$ cat config.mk
export PLATFORM = sky130hd
export DESIGN_NAME = pid_pwm_heater_controller
export DESIGN_NICKNAME = d
export VERILOG_FILES = /design/src/hw/rtl/pphc_pkg.sv /design/src/hw/rtl/pid_pwm_heater_controller.sv
export VERILOG_INCLUDE_DIRS = /design/src /design/src/hw/rtl
export SDC_FILE = /design/constraint.sdc
export NUM_CORES = 2
export LEC_CHECK = 0
export ABC_AREA = 1
export BUFFER_PORTS_ARGS = -buffer_cell sky130_fd_sc_hd__buf_2
export CORE_MARGIN = 1
export CORE_UTILIZATION = 45
export CTS_CLUSTER_DIAMETER = 200
export DETAILED_ROUTE_END_ITERATION = 6
export GPL_TIMING_DRIVEN = 0
export SYNTH_ARGS = -nofsm -noshare
export SYNTH_HDL_FRONTEND = slang
export SYNTH_SLANG_ARGS = --single-unit
$ cat constraint.sdc
create_clock -name aclk -period 18.8 [get_ports aclk]
set_input_delay 0 -clock aclk [delete_from_list [all_inputs] [get_ports aclk]]
set_output_delay 0 -clock aclk [all_outputs]
set_load 0.02 [all_outputs]
$ cat src/hw/rtl/pid_pwm_heater_controller_assert.svh
// Assertion macros for the heater controller.
// PPHC_ASSERT checks a property at every rising clock edge outside reset.
// PPHC_ASSERT_NEXT checks that a condition implies a property in the next cycle.
`ifndef PID_PWM_HEATER_CONTROLLER_ASSERT_SVH
`define PID_PWM_HEATER_CONTROLLER_ASSERT_SVH

`ifndef SYNTHESIS
`define PPHC_ASSERT(lbl, clk, rstn, prop, msg) \
    lbl: assert property (@(posedge clk) disable iff (!rstn) prop) else $error(msg);
`define PPHC_ASSERT_NEXT(lbl, clk, rstn, cond, prop, msg) \
    lbl: assert property (@(posedge clk) disable iff (!rstn) (cond) |=> (prop)) \
        else $error(msg);
`else
`define PPHC_ASSERT(lbl, clk, rstn, prop, msg)
`define PPHC_ASSERT_NEXT(lbl, clk, rstn, cond, prop, msg)
`endif

`endif

$ cat src/hw/rtl/pphc_pkg.sv
package pphc_pkg;

    // Fixed field widths
    localparam int MEAS_W   = 16;
    localparam int GAIN_W   = 16;
    localparam int DUTY_W   = 10;
    localparam int FRAC_W   = 8;
    localparam int INTEG_W  = DUTY_W + FRAC_W;
    localparam int CNT_W    = 16;
    localparam int ADDR_W   = 5;

    typedef logic [2:0] reg_idx_t;
    typedef logic [1:0] status_t;

    // Register map, word index
    localparam reg_idx_t REG_SETPOINT    = 3'd0;
    localparam reg_idx_t REG_KP_GAIN     = 3'd1;
    localparam reg_idx_t REG_KI_GAIN     = 3'd2;
    localparam reg_idx_t REG_KD_GAIN     = 3'd3;
    localparam reg_idx_t REG_MIN_OUT     = 3'd4;
    localparam reg_idx_t REG_MAX_OUT     = 3'd5;
    localparam reg_idx_t REG_STALL_LIMIT = 3'd6;

    // Result status codes
    localparam status_t STATUS_NORMAL  = 2'd0;
    localparam status_t STATUS_INVALID = 2'd1;
    localparam status_t STATUS_STALL   = 2'd2;

endpackage

$ cat src/hw/rtl/pid_pwm_heater_controller.sv
// Each input transfer passes through the input register and then the result register.
// Throughput: one item per cycle unless m_tready stalls; the loop update (three 16x17
// products, sum, two clamps) completes in the single stage between input and result
// registers. Reset: synchronous, active low; gains, limits and loop state return to
// their defaults, both channels empty.
`include "pid_pwm_heater_controller_assert.svh"

module pid_pwm_heater_controller #(
    parameter int PWM_BITS = 10
) (
    input  logic                         aclk,
    input  logic                         aresetn,
    // APB configuration port
    input  logic                         psel,
    input  logic                         penable,
    input  logic                         pwrite,
    input  logic [pphc_pkg::ADDR_W-1:0]  paddr,
    input  logic [31:0]                  pwdata,
    output logic [31:0]                  prdata,
    output logic                         pready,
    // input stream
    input  logic                         s_tvalid,
    output logic                         s_tready,
    input  logic [15:0]                  s_tdata,   // [15:0] measurement
    input  logic [0:0]                   s_tuser,   // [0] sample_valid
    // result stream
    output logic                         m_tvalid,
    input  logic                         m_tready,
    output logic [15:0]                  m_tdata,   // [9:0] drive_duty, [15:10] zero
    output logic [1:0]                   m_tuser    // [1:0] status
);

    import pphc_pkg::*;

    // Full scale of the PWM counter, used by the ten percent test and max_out reset.
    localparam logic [16:0] FULL_SCALE = 17'((1 << PWM_BITS) - 1);

    // ------------------------------------------------------------------
    // Configuration registers
    // ------------------------------------------------------------------
    logic signed [MEAS_W-1:0] setpoint_reg;
    logic [GAIN_W-1:0]        kp_gain_reg;
    logic [GAIN_W-1:0]        ki_gain_reg;
    logic [GAIN_W-1:0]        kd_gain_reg;
    logic [DUTY_W-1:0]        min_out_reg;
    logic [DUTY_W-1:0]        max_out_reg;
    logic [CNT_W-1:0]         stall_limit_reg;

    reg_idx_t cfg_idx;
    logic     cfg_wr;

    assign pready  = 1'b1;
    assign cfg_idx = paddr[ADDR_W-1:2];
    assign cfg_wr  = psel && penable && pwrite && pready;

    always_ff @(posedge aclk) begin
        if (!aresetn) begin
            setpoint_reg    <= '0;
            kp_gain_reg     <= 16'd256;
            ki_gain_reg     <= '0;
            kd_gain_reg     <= '0;
            min_out_reg     <= '0;
            max_out_reg     <= FULL_SCALE[DUTY_W-1:0];
            stall_limit_reg <= 16'd100;
        end else if (cfg_wr) begin
            unique case (cfg_idx)
                REG_SETPOINT:    setpoint_reg    <= pwdata[MEAS_W-1:0];
                REG_KP_GAIN:     kp_gain_reg     <= pwdata[GAIN_W-1:0];
                REG_KI_GAIN:     ki_gain_reg     <= pwdata[GAIN_W-1:0];
                REG_KD_GAIN:     kd_gain_reg     <= pwdata[GAIN_W-1:0];
                REG_MIN_OUT:     min_out_reg     <= pwdata[DUTY_W-1:0];
                REG_MAX_OUT:     max_out_reg     <= pwdata[DUTY_W-1:0];
                REG_STALL_LIMIT: stall_limit_reg <= pwdata[CNT_W-1:0];
                default: ;  // unmapped address: drop the write
            endcase
        end
    end

    // Read back; values are zero extended.
    always_comb begin
        unique case (cfg_idx)
            REG_SETPOINT:    prdata = {16'd0, setpoint_reg};
            REG_KP_GAIN:     prdata = {16'd0, kp_gain_reg};
            REG_KI_GAIN:     prdata = {16'd0, ki_gain_reg};
            REG_KD_GAIN:     prdata = {16'd0, kd_gain_reg};
            REG_MIN_OUT:     prdata = {22'd0, min_out_reg};
            REG_MAX_OUT:     prdata = {22'd0, max_out_reg};
            REG_STALL_LIMIT: prdata = {16'd0, stall_limit_reg};
            default:         prdata = '0;
        endcase
    end

    // ------------------------------------------------------------------
    // Handshake: input register -> compute -> result register
    // ------------------------------------------------------------------
    logic                     in_vld_reg;
    logic signed [MEAS_W-1:0] in_meas_reg;
    logic                     in_ok_reg;
    logic                     out_vld_reg;
    logic [DUTY_W-1:0]        out_duty_reg;
    status_t                  out_status_reg;

    logic advance;   // result register can take a new value this cycle
    logic process;   // held item is computed and, if valid, its state update committed

    assign advance  = !out_vld_reg || m_tready;
    assign process  = in_vld_reg && advance;
    assign s_tready = !in_vld_reg || advance;

    always_ff @(posedge aclk) begin
        if (!aresetn) begin
            in_vld_reg <= 1'b0;
        end else if (s_tready) begin
            in_vld_reg <= s_tvalid;
        end
    end

    // Capture payload on each transfer.
    always_ff @(posedge aclk) begin
        if (s_tvalid && s_tready) begin
            in_meas_reg <= s_tdata;
            in_ok_reg   <= s_tuser[0];
        end
    end

    // ------------------------------------------------------------------
    // Loop state
    // ------------------------------------------------------------------
    logic signed [MEAS_W-1:0] prev_meas_reg;
    logic [INTEG_W-1:0]       integ_reg;
    logic [CNT_W-1:0]         count_reg;

    logic [INTEG_W-1:0] integ_next;
    logic [CNT_W-1:0]   count_next;

    // ------------------------------------------------------------------
    // Datapath: derivative and proportional action taken on measurement
    // ------------------------------------------------------------------
    logic signed [16:0] delta_val;
    logic signed [16:0] err_val;
    logic signed [33:0] ki_prod;
    logic signed [33:0] kp_prod;
    logic signed [33:0] kd_prod;
    logic signed [34:0] acc_val;
    logic signed [34:0] res_val;
    logic signed [34:0] lo_lim;
    logic signed [34:0] hi_lim;
    logic [INTEG_W-1:0] res_clamp;
    logic [DUTY_W-1:0]  duty_val;
    logic [13:0]        duty_x10;
    logic               stall;

    assign delta_val = {in_meas_reg[MEAS_W-1], in_meas_reg}
                     - {prev_meas_reg[MEAS_W-1], prev_meas_reg};
    assign err_val   = {setpoint_reg[MEAS_W-1], setpoint_reg}
                     - {in_meas_reg[MEAS_W-1], in_meas_reg};

    assign ki_prod = $signed({1'b0, ki_gain_reg}) * err_val;
    assign kp_prod = $signed({1'b0, kp_gain_reg}) * delta_val;
    assign kd_prod = $signed({1'b0, kd_gain_reg}) * delta_val;

    assign lo_lim = $signed({17'd0, min_out_reg, 8'd0});
    assign hi_lim = $signed({17'd0, max_out_reg, 8'd0});

    // Integrator: add ki*error, remove kp*delta, clamp high limit first.
    assign acc_val = $signed({17'd0, integ_reg}) + 35'(ki_prod) - 35'(kp_prod);

    always_comb begin
        if (acc_val > hi_lim) begin
            integ_next = {max_out_reg, 8'd0};
        end else if (acc_val < lo_lim) begin
            integ_next = {min_out_reg, 8'd0};
        end else begin
            integ_next = acc_val[INTEG_W-1:0];
        end
    end

    // Output: integrator minus kd*delta, same clamp.
    assign res_val = $signed({17'd0, integ_next}) - 35'(kd_prod);

    always_comb begin
        if (res_val > hi_lim) begin
            res_clamp = {max_out_reg, 8'd0};
        end else if (res_val < lo_lim) begin
            res_clamp = {min_out_reg, 8'd0};
        end else begin
            res_clamp = res_val[INTEG_W-1:0];
        end
    end

    assign duty_val = res_clamp[INTEG_W-1:FRAC_W];

    // Saturating count of samples without a measurement change.
    always_comb begin
        if (delta_val != 17'sd0) begin
            count_next = '0;
        end else if (count_reg == {CNT_W{1'b1}}) begin
            count_next = count_reg;
        end else begin
            count_next = count_reg + 1'b1;
        end
    end

    // Exact ten percent test: duty*10 > full scale.
    assign duty_x10 = {1'b0, duty_val, 3'd0} + {3'd0, duty_val, 1'b0};
    assign stall    = ({3'd0, duty_x10} > FULL_SCALE) && (count_next > stall_limit_reg);

    // Commit loop state only for a valid sample.
    always_ff @(posedge aclk) begin
        if (!aresetn) begin
            prev_meas_reg <= '0;
            integ_reg     <= '0;
            count_reg     <= '0;
        end else if (process && in_ok_reg) begin
            prev_meas_reg <= in_meas_reg;
            integ_reg     <= integ_next;
            count_reg     <= count_next;
        end
    end

    // ------------------------------------------------------------------
    // Result register
    // ------------------------------------------------------------------
    always_ff @(posedge aclk) begin
        if (!aresetn) begin
            out_vld_reg <= 1'b0;
        end else if (advance) begin
            out_vld_reg <= in_vld_reg;
        end
    end

    always_ff @(posedge aclk) begin
        if (process) begin
            if (!in_ok_reg) begin
                out_duty_reg   <= min_out_reg;
                out_status_reg <= STATUS_INVALID;
            end else if (stall) begin
                out_duty_reg   <= min_out_reg;
                out_status_reg <= STATUS_STALL;
            end else begin
                out_duty_reg   <= duty_val;
                out_status_reg <= STATUS_NORMAL;
            end
        end
    end

    assign m_tvalid = out_vld_reg;
    assign m_tdata  = {6'd0, out_duty_reg};
    assign m_tuser  = out_status_reg;

    // ------------------------------------------------------------------
    // Assertions
    // ------------------------------------------------------------------
    `PPHC_ASSERT(a_status_code, aclk, aresetn, m_tvalid |-> (m_tuser != 2'd3), "bad status code")
    `PPHC_ASSERT(a_forced_off, aclk, aresetn, (m_tvalid && (m_tuser == STATUS_INVALID || m_tuser == STATUS_STALL)) |-> (m_tdata[DUTY_W-1:0] == min_out_reg), "forced-off result not at min_out")
    `PPHC_ASSERT_NEXT(a_invalid_hold, aclk, aresetn, process && !in_ok_reg, $stable(integ_reg) && $stable(prev_meas_reg) && $stable(count_reg), "invalid sample changed loop state")
    `PPHC_ASSERT(a_stall_ready, aclk, aresetn, !s_tready |-> (in_vld_reg && out_vld_reg && !m_tready), "input stalled without backpressure")

endmodule

==> run metrics <==
Critical Path End Type=flip-flop; Synth top area share=0.366; Max stage delay on crit path=0.59 ns; Post-Syn Area=42300 um2; Initial DRT Pass Iterations=6; crit-path max FO=7; Worst R2R Path Depth=~100; reg2reg start=in_meas_reg[2]; Die H=~310 um; Die Wd=308 um; Root Driver=clkbuf_16; fin. max-slew vios=0; row count=between 100 and 150; CTS tree=built; CTS sink count=between 150 and 200; Die ar.=95200 um2; final number of setup-violating endpoints=0; # IOs=about 110; Ant. Diodes=0; status=finished clean; worst hold stages=4; Clock Path Buffers=2; Area contributors post-synth=fa_1 37%, ha_1 13%, inv_1 12%; DRT antenna net count=0; grt ovf=0; area growth from synthesis to layout=12.7%; DR iter-0 viols=roughly 3000; #FFs+latches synth=between 150 and 200; most used cell, CP=nand2_1; largest net degree at the start of global routing=21; Port Buffers=72; Worst Max-Slew Pin Slew=~1.3 ns; largest area contributor in the netlist=fa_1; critical path data arrival time=about 19 ns; final hold violations=0; clock slew seen by the registers of the worst setup and hold paths=0.10 ns; Yosys cell types=60; dpl hpwl=roughly 140 mm; Crit path required time=19.05 ns; Syn Area/Cell=7.62 um2; R2R setup slack=0.15 ns; final wirelength=between 150 and 200 mm; Initial Util=0.454; Syn Inst Count=about 5500; Worst Skew=0.0243 ns; register area share after synthesis=0.0926; YS warnings=0; hold path start=aresetn; H-tree levels=4; RSZ-0062 raised after global routing=yes; antenna violations before repair=2; Max-slew headroom=0.129; Hold EP=ki_gain_reg[7]; crit path kind=flip-flop to flip-flop; fmax=approximately 54 MHz; vias in the first global route=38200; Period minus WS final=~19 ns; sequential cell area=3910 um2; number of fill cells=9299; HP Class=input pin to flip-flop; Total GRT Usage=0.344; DRC viols=0; DR vias/cell=5.29; Worst-Skew Late Latency=0.50 ns; core area=93200 um2; number of synthesized flops with an enable pin=29; share of cells above drive strength 1=0.0925; fin nets=around 7100; CP max-delay cell=fa_2; async set-reset flop share out of synthesis=0; area taken by multi-input logic gates=33600 um2; Max Cap Violations=0; global placement routability congestion=1.05; global-route wire length before repair=approximately 240 mm; Critical Path Start Type=flip-flop; Wirelength per Cell=around 22 um; Main synth FF type=dfxtp_1; fin crit share=0.992; max reg flops=18; Core Util, Final=0.511; FF-to-FF End=out_duty_reg[1]; CTS buffer count=17; total number of vias=~37000
## Yosys cell counts, drive strengths merged (22+ instances only)
master and number:
fa 773, clkinv 25, dfxtp 152, buf 36, o22ai 30, ha 426, nand4 38, or2 22
a21oi 236, nand3 125, inv 1399, clkbuf 164, nor3 32, edfxtp 29, o21ai 188, nand2 997
nor2 693, xor2 28
## what timing repair did
action                                 CTS  global route
gates resized for setup                273           125
endpoints found under the hold margin   98             0
setup buffers                           77            28
hold buffers                            37             0
pin swaps                               80            79
gates cloned                             2             1
setup endpoints to repair               11            11
## cell usage in the layout, fill, tap and decap left out, types with 77 or more instances in the layout
| cell type | netlist | routed |
|---|---|---|
| a21oi_1 | 236 | 213 |
| buf_2 | 3 | 77 |
| buf_4 | 23 | 122 |
| clkbuf_1 | 164 | 132 |
| dfxtp_1 | 152 | 152 |
| fa_1 | 773 | 767 |
| ha_1 | 426 | 405 |
| inv_1 | 1386 | 1372 |
| nand2_1 | 983 | 930 |
| nand3_1 | 122 | 115 |
| nor2_1 | 689 | 668 |
| o21ai_0 | 185 | 161 |
## how the worst max path moves through the flow
stage | depth (start not counted) | to | from
5_1_grt | 100 | out_duty_reg[1] | in_meas_reg[1]
2_1_floorplan | 100 | out_duty_reg[0] | in_meas_reg[1]
4_1_cts | 104 | out_duty_reg[3] | in_meas_reg[2]
3_3_place_gp | 92 | out_duty_reg[5] | in_meas_reg[0]
3_5_place_dp | 92 | out_duty_reg[3] | in_meas_reg[0]
6_report | 102 | out_duty_reg[1] | in_meas_reg[2]
## routing by layer
layer  vias to the layer above  GRT usage  part of all wire
met5                         -          0          0.000082
met4                         2      0.212             0.075
met3                       424     0.0602             0.080
met2                      1603      0.548              0.45
met1                     18300      0.434              0.40
li1                      17000          -                 -
## metrics by stage
| stage | hold slack [ns] | setup WS [ns] | cell area (um2) | setup TNS [ns] | std cells |
|---|---|---|---|---|---|
| global placement | 0.177 | -4.96 | 44300 | -54.33 | 6893 |
| floorplan | 0.0989 | 1.97 | 42300 | 0 | 5567 |
| CTS | 0.0739 | 0.00535 | 47100 | 0 | 7042 |
| global route | 0.147 | -0.632 | 47700 | -6.75 | 7069 |
| detailed placement | 0.179 | -4.99 | 44300 | -54.63 | 6894 |
| finish | 0.113 | 0.155 | 47700 | 0 | 7069 |
## worst max-delay path, delay by kind of cell, from the launching register on
family / cells / cell delay, ns
and+or+nand+nor: 52 / 6.87
AOI/OAI and AO/OA: 12 / 1.81
xor gates and xnor gates: 2 / 0.26
DFF: 1 / 0.42
adders and majority gates: 18 / 7.29
buffers and inverters: 18 / 1.68
## cells by family after synthesis
kind of cell,Yosys count,share of synthesized area
adders and majority gates,1199,0.492
other,2,0.000178
buffers and inverters,1624,0.147
AOI/OAI and AO/OA,553,0.0733
and+or+nand+nor,1945,0.186
xor gates and xnor gates,42,0.00915
DFF,181,0.0926
## cell type report
class / instances / share of cell area
clock inverter: 15 / 0.00381
inverter: 1424 / 0.113
multi-input combinational: 3763 / 0.704
buffer: 199 / 0.0215
tap: 1254 / 0.0329
clock buffer: 17 / 0.00893
sequential: 181 / 0.0821
timing repair buffer: 216 / 0.0339
Power is not shown: default switching activity piles up to over one toggle a cycle in this logic, so the estimate is an artifact.
